File: config.mk
export PLATFORM = sky130hd
export DESIGN_NAME = ipv4_dotted_text_parser
export DESIGN_NICKNAME = d
export VERILOG_FILES = /design/src/rtl/core/ipv4tp_pkg.sv /design/src/rtl/core/ipv4_dotted_text_parser.sv
export VERILOG_INCLUDE_DIRS = /design/src /design/src/rtl/core
export SDC_FILE = /design/constraint.sdc
export NUM_CORES = 1
export LEC_CHECK = 0
export BUFFER_PORTS_ARGS = -buffer_cell sky130_fd_sc_hd__buf_2
export CAP_MARGIN = 10
export CORE_AREA = 2 2 155 157
export CTS_CLUSTER_SIZE = 20
export DETAILED_ROUTE_END_ITERATION = 8
export DIE_AREA = 0 0 157 159
export GPL_TIMING_DRIVEN = 1
export PLACE_DENSITY = 0.68
export SKIP_CTS_REPAIR_TIMING = 1
export SYNTH_ARGS = -nofsm -noshare
export SYNTH_HDL_FRONTEND = slang
export SYNTH_SLANG_ARGS = --single-unit
File: constraint.sdc
create_clock -name i_clk -period 5.4 [get_ports i_clk]
set_input_delay 0.27 -clock i_clk [delete_from_list [all_inputs] [get_ports i_clk]]
set_output_delay 0.27 -clock i_clk [all_outputs]
set_load 0.02 [all_outputs]
File: src/rtl/core/ipv4_dotted_text_parser_assert.svh
// Assertion macros for the IPv4 dotted-text parser.
`ifndef IPV4_DOTTED_TEXT_PARSER_ASSERT_SVH
`define IPV4_DOTTED_TEXT_PARSER_ASSERT_SVH

// Same-cycle implication, checked outside reset.
`define IPV4TP_ASSERT_NOW(lbl, clk, rst_n, ante, cons) \
    lbl: assert property (@(posedge clk) disable iff (!(rst_n)) (ante) |-> (cons)) \
        else $error("ipv4 parser assertion failed");

// Next-cycle implication, checked outside reset.
`define IPV4TP_ASSERT_NEXT(lbl, clk, rst_n, ante, cons) \
    lbl: assert property (@(posedge clk) disable iff (!(rst_n)) (ante) |=> (cons)) \
        else $error("ipv4 parser assertion failed");

`endif

File: src/rtl/core/ipv4tp_pkg.sv
// Shared types, character codes and digit decode for the IPv4 text parser.
package ipv4tp_pkg;

    typedef enum logic [1:0] {
        RX_DEC = 2'd0,
        RX_OCT = 2'd1,
        RX_HEX = 2'd2
    } t_radix;

    localparam logic [7:0] CH_DOT     = 8'h2E;
    localparam logic [7:0] CH_SLASH   = 8'h2F;
    localparam logic [7:0] CH_PERCENT = 8'h25;
    localparam logic [7:0] CH_ZERO    = 8'h30;
    localparam logic [7:0] CH_NINE    = 8'h39;
    localparam logic [7:0] CH_UP_A    = 8'h41;
    localparam logic [7:0] CH_UP_F    = 8'h46;
    localparam logic [7:0] CH_LO_A    = 8'h61;
    localparam logic [7:0] CH_LO_F    = 8'h66;
    localparam logic [7:0] CH_UP_X    = 8'h58;
    localparam logic [7:0] CH_LO_X    = 8'h78;

    localparam logic [4:0] DIGIT_NONE = 5'd16;

    // Digit value 0..15, or DIGIT_NONE for anything that is no digit.
    function automatic logic [4:0] digit_of(input logic [7:0] ch);
        logic [7:0] t;
        t = 8'd0;
        if (ch >= CH_ZERO && ch <= CH_NINE) begin
            t = ch - CH_ZERO;
        end else if (ch >= CH_UP_A && ch <= CH_UP_F) begin
            t = ch - CH_UP_A + 8'd10;
        end else if (ch >= CH_LO_A && ch <= CH_LO_F) begin
            t = ch - CH_LO_A + 8'd10;
        end else begin
            t = {3'd0, DIGIT_NONE};
        end
        return t[4:0];
    endfunction

    function automatic logic [4:0] radix_value(input t_radix rx);
        logic [4:0] r;
        case (rx)
            RX_DEC:  r = 5'd10;
            RX_OCT:  r = 5'd8;
            default: r = 5'd16;
        endcase
        return r;
    endfunction

endpackage

File: src/rtl/core/ipv4_dotted_text_parser.sv
// A final character passes the input register; when it advances, its result is registered in the result stage.
// Throughput: one character per cycle unless a final character stalls; the per-character update
// is one shift-add of the part value and its overflow check between the input and state registers.
// Only final characters give a result; one waits in the input register while a result is unread.
// Reset (synchronous, active low) empties both stages and clears the parse state.
// The parse state returns to its reset value after every final character.
`include "ipv4_dotted_text_parser_assert.svh"

module ipv4_dotted_text_parser
    import ipv4tp_pkg::*;
(
    input  logic        i_clk,
    input  logic        i_rst_n,
    input  logic        s_tvalid,
    output logic        s_tready,
    input  logic [7:0]  s_tdata,   // [7:0] text_byte
    input  logic        s_tlast,   // final_byte
    output logic        m_tvalid,
    input  logic        m_tready,
    output logic [31:0] m_tdata,   // [31:0] address_word
    output logic        m_tuser    // [0] is_valid
);

    typedef enum logic [1:0] {
        PH_START  = 2'd0,
        PH_ZERO   = 2'd1,
        PH_PREFIX = 2'd2,
        PH_DIGITS = 2'd3
    } t_phase;

    // input stage
    logic        r_in_vld;
    logic [7:0]  r_in_byte;
    logic        r_in_last;

    // parse state
    t_phase      r_phase, n_phase;
    t_radix      r_radix, n_radix;
    logic [31:0] r_value, n_value;
    logic [1:0]  r_parts, n_parts;
    logic [23:0] r_lead,  n_lead;
    logic        r_err,   n_err;
    logic        r_ended, n_ended;

    // result stage
    logic        r_out_vld;
    logic        r_out_ok,   n_out_ok;
    logic [31:0] r_out_addr, n_out_addr;

    logic        w_advance;
    logic        w_take_last;
    logic        w_idle_state;
    logic [4:0]  w_digit;
    t_radix      w_rad;
    logic [35:0] w_mul;
    logic [35:0] w_sum;
    logic        w_ovf;

    assign w_advance   = r_in_vld && (!r_in_last || !r_out_vld || m_tready);
    assign w_take_last = w_advance && r_in_last;
    assign s_tready    = !r_in_vld || w_advance;

    assign w_idle_state = r_phase == PH_START && r_parts == 2'd0 && !r_err && !r_ended &&
                          r_value == 32'd0;

    // after a lone leading zero any further digit is octal
    assign w_rad   = (r_phase == PH_ZERO) ? RX_OCT : r_radix;
    assign w_digit = digit_of(r_in_byte);

    always_comb begin
        case (w_rad)
            RX_DEC:  w_mul = ({4'd0, r_value} << 3) + ({4'd0, r_value} << 1);
            RX_OCT:  w_mul = {4'd0, r_value} << 3;
            default: w_mul = {4'd0, r_value} << 4;
        endcase
        w_sum = w_mul + {31'd0, w_digit};
        w_ovf = |w_sum[35:32];
    end

    always_comb begin
        n_phase = r_phase;
        n_radix = r_radix;
        n_value = r_value;
        n_parts = r_parts;
        n_lead  = r_lead;
        n_err   = r_err;
        n_ended = r_ended;

        if (!r_ended && !r_err) begin
            if (r_in_byte == CH_DOT) begin
                if (r_phase == PH_START || r_phase == PH_PREFIX ||
                    |r_value[31:8] || r_parts == 2'd3) begin
                    n_err = 1'b1;
                end else begin
                    n_lead  = {r_lead[15:0], r_value[7:0]};
                    n_parts = r_parts + 2'd1;
                    n_phase = PH_START;
                    n_radix = RX_DEC;
                    n_value = 32'd0;
                end
            end else if (r_in_byte == CH_SLASH || r_in_byte == CH_PERCENT) begin
                n_ended = 1'b1;
            end else if (r_phase == PH_START && r_in_byte == CH_ZERO) begin
                n_phase = PH_ZERO;
                n_value = 32'd0;
            end else if (r_phase == PH_ZERO &&
                         (r_in_byte == CH_LO_X || r_in_byte == CH_UP_X)) begin
                n_radix = RX_HEX;
                n_phase = PH_PREFIX;
            end else begin
                n_radix = w_rad;
                if (w_digit >= radix_value(w_rad) || w_ovf) begin
                    n_err = 1'b1;
                end else begin
                    n_value = w_sum[31:0];
                    n_phase = PH_DIGITS;
                end
            end
        end
    end

    // final evaluation on the state that includes this character
    always_comb begin
        n_out_ok   = !n_err && n_parts != 2'd0 &&
                     n_phase != PH_START && n_phase != PH_PREFIX;
        n_out_addr = 32'd0;
        case (n_parts)
            2'd1: begin
                if (|n_value[31:24]) n_out_ok = 1'b0;
                n_out_addr = {n_lead[7:0], n_value[23:0]};
            end
            2'd2: begin
                if (|n_value[31:16]) n_out_ok = 1'b0;
                n_out_addr = {n_lead[15:0], n_value[15:0]};
            end
            2'd3: begin
                if (|n_value[31:8]) n_out_ok = 1'b0;
                n_out_addr = {n_lead[23:0], n_value[7:0]};
            end
            default: n_out_ok = 1'b0;
        endcase
        if (!n_out_ok) n_out_addr = 32'd0;
    end

    always_ff @(posedge i_clk) begin
        if (!i_rst_n) begin
            r_in_vld  <= 1'b0;
            r_out_vld <= 1'b0;
            r_phase   <= PH_START;
            r_radix   <= RX_DEC;
            r_value   <= 32'd0;
            r_parts   <= 2'd0;
            r_lead    <= 24'd0;
            r_err     <= 1'b0;
            r_ended   <= 1'b0;
        end else begin
            if (s_tready) begin
                r_in_vld <= s_tvalid;
            end
            if (w_take_last) begin
                r_out_vld  <= 1'b1;
                r_out_ok   <= n_out_ok;
                r_out_addr <= n_out_addr;
                r_phase    <= PH_START;
                r_radix    <= RX_DEC;
                r_value    <= 32'd0;
                r_parts    <= 2'd0;
                r_lead     <= 24'd0;
                r_err      <= 1'b0;
                r_ended    <= 1'b0;
            end else begin
                if (m_tready) r_out_vld <= 1'b0;
                if (w_advance) begin
                    r_phase <= n_phase;
                    r_radix <= n_radix;
                    r_value <= n_value;
                    r_parts <= n_parts;
                    r_lead  <= n_lead;
                    r_err   <= n_err;
                    r_ended <= n_ended;
                end
            end
        end
    end

    always_ff @(posedge i_clk) begin
        if (s_tvalid && s_tready) begin
            r_in_byte <= s_tdata;
            r_in_last <= s_tlast;
        end
    end

    assign m_tvalid = r_out_vld;
    assign m_tdata  = r_out_addr;
    assign m_tuser  = r_out_ok;

    `IPV4TP_ASSERT_NOW(a_invalid_addr_zero, i_clk, i_rst_n, r_out_vld && !r_out_ok, !(|r_out_addr))
    `IPV4TP_ASSERT_NEXT(a_final_clears_state, i_clk, i_rst_n, w_take_last, w_idle_state)
    `IPV4TP_ASSERT_NEXT(a_final_gives_result, i_clk, i_rst_n, w_take_last, r_out_vld)
    `IPV4TP_ASSERT_NOW(a_prefix_is_hex, i_clk, i_rst_n, r_phase == PH_PREFIX, r_radix == RX_HEX)
    `IPV4TP_ASSERT_NOW(a_no_stall_midtext, i_clk, i_rst_n, r_in_vld && !r_in_last, w_advance)

endmodule

==> flow_results.org <==
** GRT
- Across every metal layer, demand over resource in global routing totals 0.256.
- Global routing met2 resource utilization :: 0.400
- Via count of the first global-routing pass :: 9080
- In the global route stage, met3 resource usage came out at 0.0357.
- Total congestion overflow after global routing :: 0
- Entering global routing, the biggest net connects 65 pins.
- The number of antenna violations at the first check in global routing is 0.
- First-pass GRT wire length :: 50.4 mm
- For met1 alone, demand over resource in global routing was 0.357.
- Global-route layer with the greatest usage :: met2

** Layout
- The filler cells instantiated in the layout total 2198.
- The repair_antennas step left the layout with diodes totalling 0.
- Net count reported at finish :: ~1400
- Leaving out fill and tap cells, the most frequent cells in the layout are 179 x nand2_1, 135 x nor2_1, 124 x buf_4, 101 x a21oi_1, 55 x dfxtp_1.
- Layout cells sized above 1 :: 0.248
- From synthesis to final layout, the design area changed by 23.9%.
- Design Area, Final :: 11400 um^2
- The library cell used most frequently in the layout, excluding fill and tap cells, is nand2_1.

** Floorplan
- Pin placement for this block handled 48 I/O pins.
- Area of the placeable core :: 23200 um^2
- Y dimension of the die :: 159 um
- Initial core utilization :: 0.398
- The floorplan step set the die width to 157 um.
- Num rows :: 56
- The die covers 25000 um^2.

** Timing
- Setup repair after global routing could not meet its margin everywhere.
- Max Clock Freq :: 0.189 GHz
- Clock skew :: 0.0106 ns
- Final Max Tran Viols :: 0
- Measured against its own limit, the worst slew margin works out to 0.378.
- Setup violations remaining at the end of the flow were counted as 0.
- For the pin with the worst max-slew slack, the measured transition is 0.931 ns.
- Number of hold violations in the final report :: 0
- Part of the cycle the worst path needs :: 0.979
- Final critical delay including setup and external delays :: 5.28 ns

** Logic synthesis
- Sequential share of the synthesized area :: 0.280
- Most used flip-flop cell after synthesis :: dfxtp_1
- Syn_nets :: 1262
- Mean instance size in the synthesized netlist :: 7.65 um^2
- Of all flip-flops after synthesis, the portion carrying an async set or reset was 0.
- Yosys printed 0 warnings.
- Synthesis handed over a netlist of 1205 instances.
- Yosys mapped a number of flops with a built-in enable equal to 42.
- Netlist cell types :: 90
- Synthesis inferred 108 register bits.
- Post-synthesis instance area :: 9220 um^2

** Placed design
- Port bufs :: 47
- Placed inst area :: 10500 um^2
- The congestion estimate from routability-driven global placement came to 0.988.
- Once detailed placement completed, the half-perimeter wirelength came to 24.7 mm.

** Clock network
- Clock-pin slew was measured on the worst setup and hold paths at 0.08 ns.
- Buffers from clock root to sink, at most :: 2
- Clock buffers created by TritonCTS :: 9
- The cell sitting at the root of the clock tree is a clkbuf_16.
- TritonCTS built the clock tree.
- Clk sinks :: 108
- In this run the number of H-tree levels came out at 3.
- Clock latency of the later-clocked register in the worst-skew pair :: between 0.3 and 0.4 ns

** Route
- DR vias :: slightly above 10000
- Antenna-violating nets left :: 0
- For this run, design rule violations remaining after detail routing come to 0.
- Dividing the detail-routed wire length by the instance count gives roughly 20 um.
- Dividing the detail-routed via count by the number of cells gives around 6.
- The pre-antenna-repair detailed-routing pass consisted of 6 iterations.
- Wirelength, routed :: around 33 mm
- For this block, the initial DRC count from the detailed router was 1136.

** Power and ir drop
- Design internal power :: between 0.001 and 0.0015 W
- Of the total power, registers draw 0.474.
- The analysis attributes to net switching a power of 0.000532 W.
- Worst supply voltage drop on vdd :: 151 uV
- The share of total power dissipated in the clock network is 0.377.
- Share of total power in combinational logic :: 0.149
- Leakage Power :: 4.17 nW
- Of the total power, the share spent switching nets is 0.292.
- Total Power :: 0.00182 W
- In this run the power density over the cells is 159 nW/um^2.

** Worst setup path
- The critical path is of the flop to flop type.
- Required time at the worst-slack endpoint :: 5.61 ns
- Critical Path Start Type :: flop
- Critical path endpoint category :: flop
- Register-to-register setup slack :: 0.12 ns
- Of all nets on the critical path, the largest fanout is 6.
- Data arrival time of the critical path :: 5.49 ns

** Worst hold path
- In this run the worst hold path is classified as primary input to flop.

** Outcome
- Status :: finished, final reports clean

** Job
- Maximum capacitance violations :: 0
worst max-delay path, stage by stage, from the launching register on:
cell and delay, ns:
dfxtp_2 0.37, ha_1 0.44, o211ai_1 0.22, o21ai_2 0.30, buf_4 0.21, o21ai_0 0.08, a211oi_1 0.41, nand4_1 0.39
nor3_4 0.28, and4_4 0.25, buf_4 0.12, nand2_1 0.06, mux2_4 0.34, o31ai_4 0.30, buf_4 0.17, o211ai_1 0.12
o41ai_2 0.46, a21oi_4 0.11, buf_12 0.17, clkbuf_16 0.17, nor3_1 0.15
power groups by stage:
stage / combinational [W] / clock [W] / sequential, W
floorplan: 0.000147 / 0 / 0.000885
global placement: 0.000243 / 0 / 0.000881
detailed placement: 0.000244 / 0 / 0.000881
CTS: 0.000246 / 0.000693 / 0.000862
global route: 0.000291 / 0.000725 / 0.000864
finish: 0.000270 / 0.000687 / 0.000863
registers in the layout, summed over array words and instances (netlist names), named ones only:
signal,flops
m_tuser,1
m_tdata,32
r_err,1
r_in_vld,1
r_radix,2
r_in_last,1
r_parts,2
m_tvalid,1
r_in_byte,8
r_value,32
r_lead,24
r_phase,1
r_ended,1
worst paths after layout:
check | end | from | depth (start not counted)
setup reg to reg | m_tdata[1] | r_value[4] | 20
hold / removal | r_in_byte[5] | s_tdata[5] | 1
hold reg to reg | r_lead[17] | r_lead[17] | 2
setup / recovery | m_tdata[1] | r_value[4] | 20
layout make-up:
class	count	area, um^2	share of cell area
clock buffer	9	225	0.0197
inverter	21	78.8	0.00690
clock inverter	7	86.3	0.00756
sequential	108	2600	0.227
tap	319	399	0.0349
multi-input combinational	1003	6550	0.573
timing repair buffer	187	1490	0.130
logic make-up after synthesis:
logic type,share of synthesized area
muxes,0.0125
DFF,0.280
AOI/OAI and AO/OA,0.270
buffers and inverters,0.0461
xor gates and xnor gates,0.0437
adders and majority gates,0.0613
and+or+nand+nor,0.287
per-stage QoR:
stage | hold slack [ns] | TNS (ns) | cells | utilization | setup WS, ns
2_1_floorplan | 0.369 | 0 | 1205 | - | 0.325
3_5_place_dp | 0.449 | 0 | 1614 | 0.452 | 0.0379
4_1_cts | 0.0791 | -0.258 | 1630 | 0.465 | -0.0689
3_3_place_gp | 0.442 | 0 | 1614 | 0.452 | 0.0990
6_report | 0.0823 | 0 | 1654 | 0.493 | 0.116
5_1_grt | 0.0779 | -1.46 | 1654 | 0.493 | -0.0937
synthesized netlist by cell type, drive strengths merged (9+ instances only):
| cell | number | area [um^2] |
|---|---|---|
| edfxtp | 42 | 1260 |
| xor2 | 19 | 166 |
| a22oi | 36 | 270 |
| a21oi | 113 | 584 |
| o211ai | 11 | 82.6 |
| a21o | 12 | 90.1 |
| a211oi | 9 | 72.6 |
| nor4 | 15 | 109 |
| nor2b | 10 | 62.6 |
| nor2 | 138 | 521 |
| nand2 | 182 | 688 |
| a221oi | 20 | 181 |
| and2 | 9 | 58.8 |
| buf | 26 | 170 |
| nor3 | 67 | 480 |
| dfxtp | 66 | 1320 |
| nand3 | 18 | 90.1 |
| a31oi | 27 | 169 |
| ha | 42 | 526 |
| nand2b | 14 | 87.6 |
| nand4 | 21 | 131 |
| inv | 20 | 75.1 |
| o21ai | 57 | 289 |
| and3 | 17 | 106 |
| xnor2 | 27 | 236 |
| clkbuf | 47 | 176 |
| or3 | 9 | 66.3 |
| o22ai | 16 | 100 |
routing by layer:
layer | share of wire | up-vias
li1 | - | 4742
met1 | 0.43 | 4811
met5 | 0 | -
met4 | 0.042 | 0
met2 | 0.45 | 497
met3 | 0.077 | 94
(Power assumes the default switching activity.)
